==> config.mk <==
export PLATFORM = sky130hd
export DESIGN_NAME = key_debounce_autorepeat
export DESIGN_NICKNAME = d
export VERILOG_FILES = /design/src/design/kda_pkg.sv /design/src/design/kda_core.sv /design/src/design/kda_fifo.sv /design/src/design/key_debounce_autorepeat.sv
export SDC_FILE = /design/constraint.sdc
export NUM_CORES = 1
export LEC_CHECK = 0
export CAP_MARGIN = 20
export CORE_ASPECT_RATIO = 0.75
export CORE_MARGIN = 1.5
export CORE_UTILIZATION = 65
export CTS_CLUSTER_SIZE = 20
export DETAILED_ROUTE_END_ITERATION = 7
export DONT_BUFFER_PORTS = 1
export PLACE_DENSITY = 0.81
export SETUP_SLACK_MARGIN = 0.05
export SYNTH_ARGS = -nofsm -noshare
export SYNTH_HDL_FRONTEND = slang
export SYNTH_HIERARCHICAL = 1
export SYNTH_SLANG_ARGS = --single-unit
export TNS_END_PERCENT = 1
==> constraint.sdc <==
create_clock -name clock -period 7.6 [get_ports clock]
set_input_delay 1.52 -clock clock [delete_from_list [all_inputs] [get_ports clock]]
set_output_delay 1.52 -clock clock [all_outputs]
set_load 0.02 [all_outputs]
==> src/design/kda_pkg.sv <==
// kda_pkg: shared types and constants for the key debounce / autorepeat block
// register indexes, reset values, configuration and result beat structs
// no dependencies
package kda_pkg;

   localparam int CODE_W  = 7;
   localparam int COUNT_W = 16;
   localparam int INDEX_W = 2;

   localparam logic [INDEX_W-1:0] CSR_DEBOUNCE = 2'd0;
   localparam logic [INDEX_W-1:0] CSR_DELAY    = 2'd1;
   localparam logic [INDEX_W-1:0] CSR_REPEAT   = 2'd2;

   localparam logic [COUNT_W-1:0] DEBOUNCE_RESET = 16'd20;
   localparam logic [COUNT_W-1:0] DELAY_RESET    = 16'd500;
   localparam logic [COUNT_W-1:0] REPEAT_RESET   = 16'd100;

   typedef struct packed {
      logic [COUNT_W-1:0] debounce_ticks;
      logic [COUNT_W-1:0] delay_ticks;
      logic [COUNT_W-1:0] repeat_ticks;
   } cfg_type;

   typedef struct packed {
      logic [CODE_W-1:0] key_code;
      logic              is_repeat;
      logic              last_of_tick;
   } result_type;

endpackage

==> src/design/kda_core.sv <==
// kda_core: held code and debounce, delay and repeat counters
// turns one registered tick into zero, one or two result beats; uses kda_pkg
module kda_core (
   input  logic                       clock,
   input  logic                       reset,
   input  logic                       fire,
   input  logic [kda_pkg::CODE_W-1:0] pin_levels,
   input  kda_pkg::cfg_type           cfg,
   output logic [1:0]                 push_n,
   output kda_pkg::result_type        first_result,
   output kda_pkg::result_type        second_result
);
   import kda_pkg::*;

   logic [CODE_W-1:0]  held_ff, held_in;
   logic [COUNT_W-1:0] stable_ff, stable_in;
   logic [COUNT_W-1:0] delay_ff, delay_in;
   logic [COUNT_W-1:0] repeat_ff, repeat_in;
   logic [CODE_W-1:0]  code;
   logic               emit_first;
   logic               emit_repeat;

   assign code = ~pin_levels;

   always_comb begin
      emit_first  = 1'b0;
      emit_repeat = 1'b0;
      if (code == held_ff) begin
         held_in   = held_ff;
         stable_in = (stable_ff != '0) ? stable_ff - 1'b1 : stable_ff;
         delay_in  = delay_ff;
         repeat_in = repeat_ff;
      end else begin
         held_in   = code;
         stable_in = cfg.debounce_ticks;
         delay_in  = cfg.delay_ticks;
         repeat_in = cfg.repeat_ticks;
      end
      if (stable_in == '0 && held_in != '0) begin
         emit_first = (delay_in == cfg.delay_ticks);
         if (delay_in != '0) begin
            delay_in = delay_in - 1'b1;
         end else if (repeat_in != '0) begin
            repeat_in = repeat_in - 1'b1;
         end else begin
            emit_repeat = 1'b1;
            repeat_in   = cfg.repeat_ticks;
         end
      end
   end

   assign push_n = fire ? ({1'b0, emit_first} + {1'b0, emit_repeat}) : 2'd0;

   always_comb begin
      first_result.key_code      = held_in;
      first_result.is_repeat     = ~emit_first;
      first_result.last_of_tick  = ~(emit_first & emit_repeat);
      second_result.key_code     = held_in;
      second_result.is_repeat    = 1'b1;
      second_result.last_of_tick = 1'b1;
   end

   always_ff @(posedge clock) begin
      if (reset) begin
         held_ff   <= '0;
         stable_ff <= DEBOUNCE_RESET;
         delay_ff  <= '0;
         repeat_ff <= '0;
      end else if (fire) begin
         held_ff   <= held_in;
         stable_ff <= stable_in;
         delay_ff  <= delay_in;
         repeat_ff <= repeat_in;
      end
   end

`ifndef NO_ASSERTIONS
   a_two_needs_zero_delay: assert property (@(posedge clock) disable iff (reset)
      push_n == 2'd2 |-> cfg.delay_ticks == '0)
      else $error("two beats in one tick with nonzero delay");
`endif

endmodule

==> src/design/kda_fifo.sv <==
// kda_fifo: four-entry result queue, up to two pushes and one pop per cycle
// decouples the tick path from the result channel; uses kda_pkg
module kda_fifo (
   input  logic                clock,
   input  logic                reset,
   input  logic [1:0]          push_n,
   input  kda_pkg::result_type first_result,
   input  kda_pkg::result_type second_result,
   input  logic                pop,
   output kda_pkg::result_type head,
   output logic                not_empty,
   output logic [2:0]          count
);
   import kda_pkg::*;

   result_type entry_ff [4];
   logic [1:0] wp_ff, wp_in;
   logic [1:0] rp_ff, rp_in;
   logic [2:0] count_ff, count_in;
   logic       do_pop;

   assign not_empty = (count_ff != 3'd0);
   assign do_pop    = pop & not_empty;
   assign head      = entry_ff[rp_ff];
   assign count     = count_ff;

   assign wp_in    = wp_ff + push_n;
   assign rp_in    = rp_ff + {1'b0, do_pop};
   assign count_in = count_ff + {1'b0, push_n} - {2'b00, do_pop};

   always_ff @(posedge clock) begin
      if (push_n != 2'd0) begin
         entry_ff[wp_ff] <= first_result;
      end
      if (push_n == 2'd2) begin
         entry_ff[wp_ff + 2'd1] <= second_result;
      end
   end

   always_ff @(posedge clock) begin
      if (reset) begin
         wp_ff    <= '0;
         rp_ff    <= '0;
         count_ff <= '0;
      end else begin
         wp_ff    <= wp_in;
         rp_ff    <= rp_in;
         count_ff <= count_in;
      end
   end

`ifndef NO_ASSERTIONS
   a_count_bound: assert property (@(posedge clock) disable iff (reset)
      count_ff <= 3'd4)
      else $error("result queue count out of range");
   a_push_room: assert property (@(posedge clock) disable iff (reset)
      push_n != 2'd0 |-> count_ff <= 3'd2)
      else $error("push into result queue without room for two");
   a_pop_only: assert property (@(posedge clock) disable iff (reset)
      do_pop && push_n == 2'd0 |=> count_ff == $past(count_ff) - 3'd1)
      else $error("result queue count wrong after pop");
`endif

endmodule

==> src/design/key_debounce_autorepeat.sv <==
// key_debounce_autorepeat: keypad debounce with typematic repeat, top level
// csr registers, input register, kda_core tick logic and kda_fifo result queue
// uses kda_pkg
//
// Each req beat is one tick of seven active-low pin levels. The beat lands in
// an input register; from there, once the result queue has room, the tick
// logic updates the held code and its stable, delay and repeat counters and
// pushes zero, one or two rsp beats into a four-entry result queue. A new
// tick can enter every cycle; the stage moves on only while the queue has
// room for two beats, so the sustained rate is set by how fast rsp beats are
// taken (one per cycle at most, two only on a tick with zero delay). A req
// beat reaches rsp through the input register and the result queue. The
// csr port is always ready; index 0 debounce_ticks, 1 delay_ticks,
// 2 repeat_ticks, 3 is ignored. Writes are meant for idle periods only.
module key_debounce_autorepeat (
   input  logic                        clock,
   input  logic                        reset,
   // tick channel
   input  logic                        req_valid,
   output logic                        req_ready,
   input  logic [kda_pkg::CODE_W-1:0]  req_pin_levels,
   // result channel
   output logic                        rsp_valid,
   input  logic                        rsp_ready,
   output logic [kda_pkg::CODE_W-1:0]  rsp_key_code,
   output logic                        rsp_is_repeat,
   output logic                        rsp_last_of_tick,
   // register write channel
   input  logic                        csr_valid,
   output logic                        csr_ready,
   input  logic [kda_pkg::INDEX_W-1:0] csr_index,
   input  logic [kda_pkg::COUNT_W-1:0] csr_wdata
);
   import kda_pkg::*;

   cfg_type           cfg_ff;
   logic              in_valid_ff;
   logic [CODE_W-1:0] in_pins_ff;
   logic              process;
   logic [1:0]        push_n;
   logic [2:0]        queue_count;
   result_type        first_result;
   result_type        second_result;
   result_type        head;

   // registers take every write beat
   assign csr_ready = 1'b1;

   always_ff @(posedge clock) begin
      if (reset) begin
         cfg_ff.debounce_ticks <= DEBOUNCE_RESET;
         cfg_ff.delay_ticks    <= DELAY_RESET;
         cfg_ff.repeat_ticks   <= REPEAT_RESET;
      end else if (csr_valid && csr_ready) begin
         unique case (csr_index)
            CSR_DEBOUNCE: cfg_ff.debounce_ticks <= csr_wdata;
            CSR_DELAY:    cfg_ff.delay_ticks    <= csr_wdata;
            CSR_REPEAT:   cfg_ff.repeat_ticks   <= csr_wdata;
            default:      ;
         endcase
      end
   end

   // tick stage runs when the queue can hold the worst case of two beats
   assign process   = in_valid_ff && (queue_count <= 3'd2);
   assign req_ready = !in_valid_ff || process;

   always_ff @(posedge clock) begin
      if (reset) begin
         in_valid_ff <= 1'b0;
      end else if (req_ready) begin
         in_valid_ff <= req_valid;
      end
   end

   // payload, no reset needed
   always_ff @(posedge clock) begin
      if (req_valid && req_ready) begin
         in_pins_ff <= req_pin_levels;
      end
   end

   kda_core u_core (
      .clock         (clock),
      .reset         (reset),
      .fire          (process),
      .pin_levels    (in_pins_ff),
      .cfg           (cfg_ff),
      .push_n        (push_n),
      .first_result  (first_result),
      .second_result (second_result)
   );

   kda_fifo u_fifo (
      .clock         (clock),
      .reset         (reset),
      .push_n        (push_n),
      .first_result  (first_result),
      .second_result (second_result),
      .pop           (rsp_ready),
      .head          (head),
      .not_empty     (rsp_valid),
      .count         (queue_count)
   );

   assign rsp_key_code     = head.key_code;
   assign rsp_is_repeat    = head.is_repeat;
   assign rsp_last_of_tick = head.last_of_tick;

`ifndef NO_ASSERTIONS
   a_stall_holds: assert property (@(posedge clock) disable iff (reset)
      in_valid_ff && !process |-> !req_ready)
      else $error("tick accepted while stage is stalled");
   a_no_push_idle: assert property (@(posedge clock) disable iff (reset)
      !in_valid_ff |-> push_n == 2'd0)
      else $error("result pushed without a tick in the stage");
`endif

endmodule

==> out/metrics.yaml, run 1 <==
run_status:
  status: "finished, final reports clean"
timing:
  fin_crit_sh_pct: 80.0
  fin_crit_ps: 6080
  relSlewSlack_pct: 33.1
  hold_viol: 0
  finalSetupTns_ps: 0
  report.final.slew_viol_count: 0
  setup-violations-final: 0
  rsz0062_at_grt: "false"
  fmaxAchievable_ghz: 0.165
  worst_pin_slew_ps: 996
  skew_ps: 8.34
final_layout:
  diodes: 0
  ff_latch_area_mm2: 0.00351
  fill_cells: 1100
  multi_input_area_mm2: 0.00568
  nets: 1059
  syn_to_final_growth_pct: 6.80
  drive_above_1_share_pct: 11.9
setup_path:
  crit_path_cell_trace: "xor2_1, and4_1, nand2_4, mux2i_1, ha_1, inv_1, a2111oi_0, a31oi_1, or3_1, or3_1, nor3_1, ha_1, inv_1, nor2_1, nor4bb_2, buf_4, o21bai_1"
  path_buf_inv: 3
  critPathKind: "reg -> reg"
  worstPathArrival_ps: 6130
  worstPathMaxFanout: 54
  crit_slowest_cell: "or3_1"
  end_kind: "register"
  cpPeakStageDelay_ps: 500
  reg2reg_depth: 17
  rr_startpoint: "in_pins_ff[1]$_DFFE_PP_"
  rr_endpoint: "u_fifo/entry_ff[2][7]$_DFFE_PP_"
  cp_top_family: "simple AND/OR/NAND/NOR gates"
  start_kind: "register"
  cp_num_cells: 17
  r2r_slack_ps: 1520
  crit_required_ps: 7650
floorplan:
  rows: 38
  core_mm2: 0.0145
  fp.dieArea_mm2: 0.0155
  die_y_um: 108
  die_w_um: 143
  start_util_pct: 66.4
  num_io_pins: 42
logic_synthesis:
  synth_commonest_cells: "dfxtp_1 (111), nor2_1 (101), nand2_1 (86)"
  synthArstFlopShare_pct: 0
  yosysWarnings: 6
  ys_types: 95
  ys_ff_latch: 154
  avgSynthCellArea_um2: 9.05
  yosys.area.top_type: "dfxtp_1"
  synth_top_cell_area_share_pct: 23.1
  yosysSeqAreaShare_pct: 36.6
  synth_most_common_cell: "dfxtp_1"
  synth_edf_count: 43
  syn_inst: 1061
  syn_area_mm2: 0.00960
  synth.top_cells.by_area: "dfxtp_1 (23%), edfxtp_1 (13%), mux2i_1 (7.9%), mux2_2 (4.8%), nor2_1 (3.9%)"
  synth_flop_cell: "dfxtp_1"
power:
  ir_worst_vdd_mv: 0.195
  power_leakage_uw: 0.00372
  power_uw: 2320
  power_density_mw_per_mm2: 226
clocking:
  clock_sinks: 154
  insertion_delay_ps: 430
  cts_tree: "built"
  cts_root_buffer: "clkbuf_16"
  clockBufferDepth: 2
  postCtsSetupBuffers: 0
  cts_made_buffers: 17
  h-tree-depth: 4
  holdBufCountCts: 0
  clkSlewWorstSetupHoldPaths_ps: 70
  ctsResizeCount: 0
global_route:
  grt_max_degree: 124
  grt_usage_pct: 34.7
  grt.overflow.total: 0
  antenna_found_initial: 0
  grt_pass1_wl_um: 41200
  grt_pass1_vias: 7610
placement:
  dpl.hpwl_um: 17700
  place_congestion: 0.919
  port_buffers: 0
worst_hold_path:
  hold_class: "reg -> reg"
  min_from: "u_core/held_ff[6]$_SDFFE_PP0P_"
  min_to: "u_core/held_ff[6]$_SDFFE_PP0P_"
  min_delay_path_depth: 2
routing:
  antenna_left: 0
  drc: 0
  finalWirelength_um: 26100
  vias: 8416
  drtIter0Drc: 1317
  dr.pass1.iters: 6
  vias_per_cell: 6.84
  post_drt_wl_per_cell_um: 21.2
run:
  drv_cap: 0
## registers in the layout, summed over array words and instances (netlist names)
register	cells
cfg_ff	48
u_fifo/entry_ff	36
u_core/delay_ff	16
u_core/repeat_ff	16
u_core/stable_ff	16
in_pins_ff	7
u_core/held_ff	7
u_fifo/count	3
u_fifo/rp_ff	2
u_fifo/wp_ff	2
in_valid_ff	1
## through the flow
stage	util (%)	hold WS [ps]	cell area (um2)	instances	setup WS, ps
CTS	70.8	491	10200	1229	1290
floorplan	-	452	9600	1062	1680
finish	70.9	501	10300	1231	1520
detailed placement	66.4	479	9600	1197	1420
global route	70.9	529	10300	1231	1110
global placement	66.4	469	9600	1197	1730
## metal layers
layer / share of wire (%) / vias up / track usage, %
met5: 0 / - / 0
met4: 1.8 / 0 / 9.91
met3: 12 / 45 / 8.28
met2: 42 / 555 / 49.9
li1: - / 3857 / -
met1: 44 / 3959 / 51.6
## power breakdown
group          leakage [uW]  internal, uW  switching [uW]  total, uW
Clock              0.000305           556             366        922
Combinational       0.00214           173             256        429
Sequential          0.00128           891            74.6        966
Total               0.00372          1620             697       2320
## layout make-up
type	instances	share of cell area [%]
Multi-Input combinational cell	810	55.4
Sequential cell	154	34.3
Clock buffer	17	4.15
Tap cell	200	2.44
Clock inverter	15	2.04
Timing Repair Buffer	12	0.879
Inverter	23	0.842
## worst max-delay path by stage
| stage | from | end | slack (ps) |
|---|---|---|---|
| floorplan | in_pins_ff[2]$_DFFE_PP_ | u_fifo/entry_ff[0][0]$_DFFE_PP_ | 1680 |
| global placement | in_pins_ff[5]$_DFFE_PP_ | u_fifo/entry_ff[3][7]$_DFFE_PP_ | 1730 |
| detailed placement | in_pins_ff[3]$_DFFE_PP_ | u_fifo/entry_ff[3][5]$_DFFE_PP_ | 1420 |
| CTS | in_pins_ff[6]$_DFFE_PP_ | u_fifo/entry_ff[3][6]$_DFFE_PP_ | 1290 |
| global route | in_pins_ff[1]$_DFFE_PP_ | u_fifo/entry_ff[2][4]$_DFFE_PP_ | 1110 |
| finish | in_pins_ff[1]$_DFFE_PP_ | u_fifo/entry_ff[2][7]$_DFFE_PP_ | 1520 |
## layout by cell type (no fill, tap or decap), types with 18 or more instances in the layout
master / instances
edfxtp_1: 43
a21oi_1: 52
nand2b_1: 57
mux2i_1: 76
nand3_1: 22
nand2_1: 85
nor2_1: 100
nor3_1: 25
o21ai_0: 43
mux2_2: 41
nor4_1: 21
xnor2_1: 18
dfxtp_1: 111
inv_1: 22
## tightest hold or removal path, delay by kind of cell, from the launching register on
kind / cells / cell delay [ps]
AO/OA/AOI/OAI: 1 / 50
AND/OR/NAND/NOR: 1 / 90
flip-flops: 1 / 320
## logic make-up after synthesis
kind of cell,share of synthesized area (%)
and+or+nand+nor,23.1
buffers and inverters,4.72
other,0.0782
DFF,36.6
adders and majority gates,1.51
xor gates and xnor gates,3.02
AOI/OAI and AO/OA,15.9
muxes,15.1
Note: power is estimated with default switching activity, not from simulation.
==> run 2: changes to the inputs <==
==> constraint.sdc (replaced) <==
create_clock -name clock -period 6.35 [get_ports clock]
set_input_delay 1.27 -clock clock [delete_from_list [all_inputs] [get_ports clock]]
set_output_delay 1.27 -clock clock [all_outputs]
set_load 0.02 [all_outputs]
==> out/metrics.yaml, run 2 (synthesized netlist as in run 1, its figures left out) <==
power:
  p_sw_share_pct: 31.7  # +1.6 points
  power_density_mw_per_mm2: 261  # +15%
  power_leakage_uw: 0.00370  # -0.51%
  p_int_uw: 1820  # +12%
  ir_worst_vdd_mv: 0.209  # +7.2%
  power_frac_comb_pct: 19.4  # +0.9 points
  p_sw_uw: 843  # +21%
  clkPwrFrac_pct: 37.1  # -2.7 points
  seqPwrFrac_pct: 43.5  # +1.8 points
floorplan:
  start_util_pct: 66.4  # unchanged
  die_w_um: 143  # unchanged
  fp.dieArea_mm2: 0.0155  # unchanged
  num_io_pins: 42  # unchanged
  core_mm2: 0.0145  # unchanged
  rows: 38  # unchanged
  die_y_um: 108  # unchanged
global_route:
  grt_pass1_vias: 7684  # +0.97%
  grt_pass1_wl_um: 42400  # +2.9%
  grt.overflow.total: 0  # unchanged
  antenna_found_initial: 0  # unchanged
  grt_max_degree: 124  # unchanged
  grt_usage_pct: 35.8  # +1.1 points
routing:
  vias_per_cell: 6.86  # +0.36%
  antenna_left: 0  # unchanged
  finalWirelength_um: 26900  # +3.0%
  dr.pass1.iters: 6  # unchanged
  drtIter0Drc: 1218  # -7.5%
  drc: 0  # unchanged
  post_drt_wl_per_cell_um: 21.8  # +2.6%
  vias: 8481  # +0.77%
setup_path:
  rr_startpoint: "in_pins_ff[3]$_DFFE_PP_"
  cp_top_family: "simple AND/OR/NAND/NOR gates"
  start_kind: "register"
  crit_slowest_cell: "and4_1"
  cp-startpoint: "in_pins_ff[3]$_DFFE_PP_"
  crit_end: "u_fifo/entry_ff[2][3]$_DFFE_PP_"
  path_buf_inv: 3  # unchanged
  reg2reg_depth: 17  # unchanged
  cpPeakStageDelay_ps: 510  # about the same
  cp_num_cells: 17  # unchanged
  crit_required_ps: 6410  # -1240 ps
  worstPathMaxFanout: 22  # -59%
  worstPathArrival_ps: 5860  # -270 ps
  rr_endpoint: "u_fifo/entry_ff[2][3]$_DFFE_PP_"
  crit_path_cell_trace: "xor2_1, and4_1, nand2_4, mux2i_1, ha_1, inv_1, a2111oi_0, a31oi_1, or3_1, or3_1, nor3_1, ha_1, inv_1, nor2_1, nor4bb_2, buf_4, o21bai_1"
  end_kind: "register"
  critPathKind: "reg -> reg"
  r2r_slack_ps: 550  # -970 ps
run_status:
  status: "finished, final reports clean"
worst_hold_path:
  hold_class: "reg -> reg"
clocking:
  clkSlewWorstSetupHoldPaths_ps: 70  # about the same
  postCtsSetupBuffers: 0  # unchanged
  cts_root_buffer: "clkbuf_16"
  cts_made_buffers: 17  # unchanged
  h-tree-depth: 4  # unchanged
  cts_tree: "built"
  clock_sinks: 154  # unchanged
  clockBufferDepth: 2  # unchanged
  insertion_delay_ps: 430  # about the same
  ctsResizeCount: 0  # unchanged
  holdBufCountCts: 0  # unchanged
placement:
  dpl.hpwl_um: 18200  # +2.4%
  place_congestion: 0.985  # +7.2%
  port_buffers: 0  # unchanged
final_layout:
  diodes: 0  # unchanged
  largest_reg_flops: 48  # unchanged
  regMostFlops: "cfg_ff"
  utilization_pct: 70.7  # -0.23 points
  layout_commonest_cell: "dfxtp_1"
  nets: 1064  # +0.47%
  syn_to_final_growth_pct: 6.45
  reg_top3: "cfg_ff (48), u_fifo/entry_ff (36)"
  layout_common_cells: "dfxtp_1 (111), nor2_1 (100), nand2_1 (85)"
  drive_above_1_share_pct: 12.3  # +0.33 points
timing:
  relSlewSlack_pct: 30.6  # -2.4 points
  report.final.slew_viol_count: 0  # unchanged
  setup-violations-final: 0  # unchanged
  hold_viol: 0  # unchanged
  fin_crit_ps: 5800  # -281 ps
  worst_pin_slew_ps: 1030  # +36.4 ps
  holdWs_ps: 499  # -2.89 ps
  finalSetupTns_ps: 0  # unchanged
  fmaxAchievable_ghz: 0.172  # +4.8%
  fin_crit_sh_pct: 91.3  # +11 points
  skew_ps: 7.68  # -0.655 ps
  rsz0062_at_grt: "false"
run:
  drv_cap: 0  # unchanged
run 2: cell count changes in the layout (fill, tap and decap cells not counted), sizes merged:
cell | before | now
buf | 12 | 17
bufinv | 4 | 1
clkinvlp | 2 | 4
clkbuf | 17 | 18
run 2: cell type report:
type,count,area [um2]
Multi-Input combinational cell,810,5680
Sequential cell,154,3510
Inverter,23,86.3
Fill cell,1130,4230
Tap cell,200,250
Clock inverter,14,134
Clock buffer,18,429
Timing Repair Buffer,17,128
run 2: worst register-to-register path, delay by kind of cell, from the launching register on:
kind                       cells  cell delay [ps]
buffers and inverters          3              360
DFF                            1              470
AOI/OAI and AO/OA              3              890
and+or+nand+nor                7             2630
muxes                          1              370
adders and majority gates      2              450
xor gates and xnor gates       1              270
run 2: power groups by stage:
| stage | sequential [uW] | clock [uW] | combinational (uW) |
|---|---|---|---|
| after global routing | 1170 | 1040 | 559 |
| after CTS | 1150 | 996 | 503 |
| final | 1160 | 988 | 517 |
| after detailed placement | 1170 | 0 | 497 |
| after floorplan | 1140 | 0 | 421 |
| after global placement | 1170 | 0 | 485 |
run 2: how the worst min path moves through the flow:
stage	end	slack (ps)	start	cells after the start
2_1_floorplan	cfg_ff[45]$_SDFFE_PP0P_	450	cfg_ff[45]$_SDFFE_PP0P_	2
3_3_place_gp	cfg_ff[45]$_SDFFE_PP0P_	470	cfg_ff[45]$_SDFFE_PP0P_	2
3_5_place_dp	u_core/held_ff[5]$_SDFFE_PP0P_	480	u_core/held_ff[5]$_SDFFE_PP0P_	2
4_1_cts	u_core/held_ff[5]$_SDFFE_PP0P_	490	u_core/held_ff[5]$_SDFFE_PP0P_	2
5_1_grt	cfg_ff[45]$_SDFFE_PP0P_	520	cfg_ff[45]$_SDFFE_PP0P_	2
6_report	u_core/held_ff[5]$_SDFFE_PP0P_	500	u_core/held_ff[5]$_SDFFE_PP0P_	2
run 2: per-layer routing:
metal / GRT usage (%) / wire length, um / up-vias
li1: - / - / 3868
met1: 52.3 / 11800 / 3988
met2: 50.7 / 11100 / 544
met3: 10.2 / 3190 / 81
met4: 11.7 / 778 / 0
met5: 0 / 0 / -
run 2: per-stage QoR:
step	cells	cell area, um2	power, uW	setup WS, ps
3_3_place_gp	1204	9660	1660	993
6_report	1236	10200	2660	552
4_1_cts	1236	10200	2650	642
5_1_grt	1236	10200	2760	173
3_5_place_dp	1204	9660	1670	698
2_1_floorplan	1062	9600	1560	430
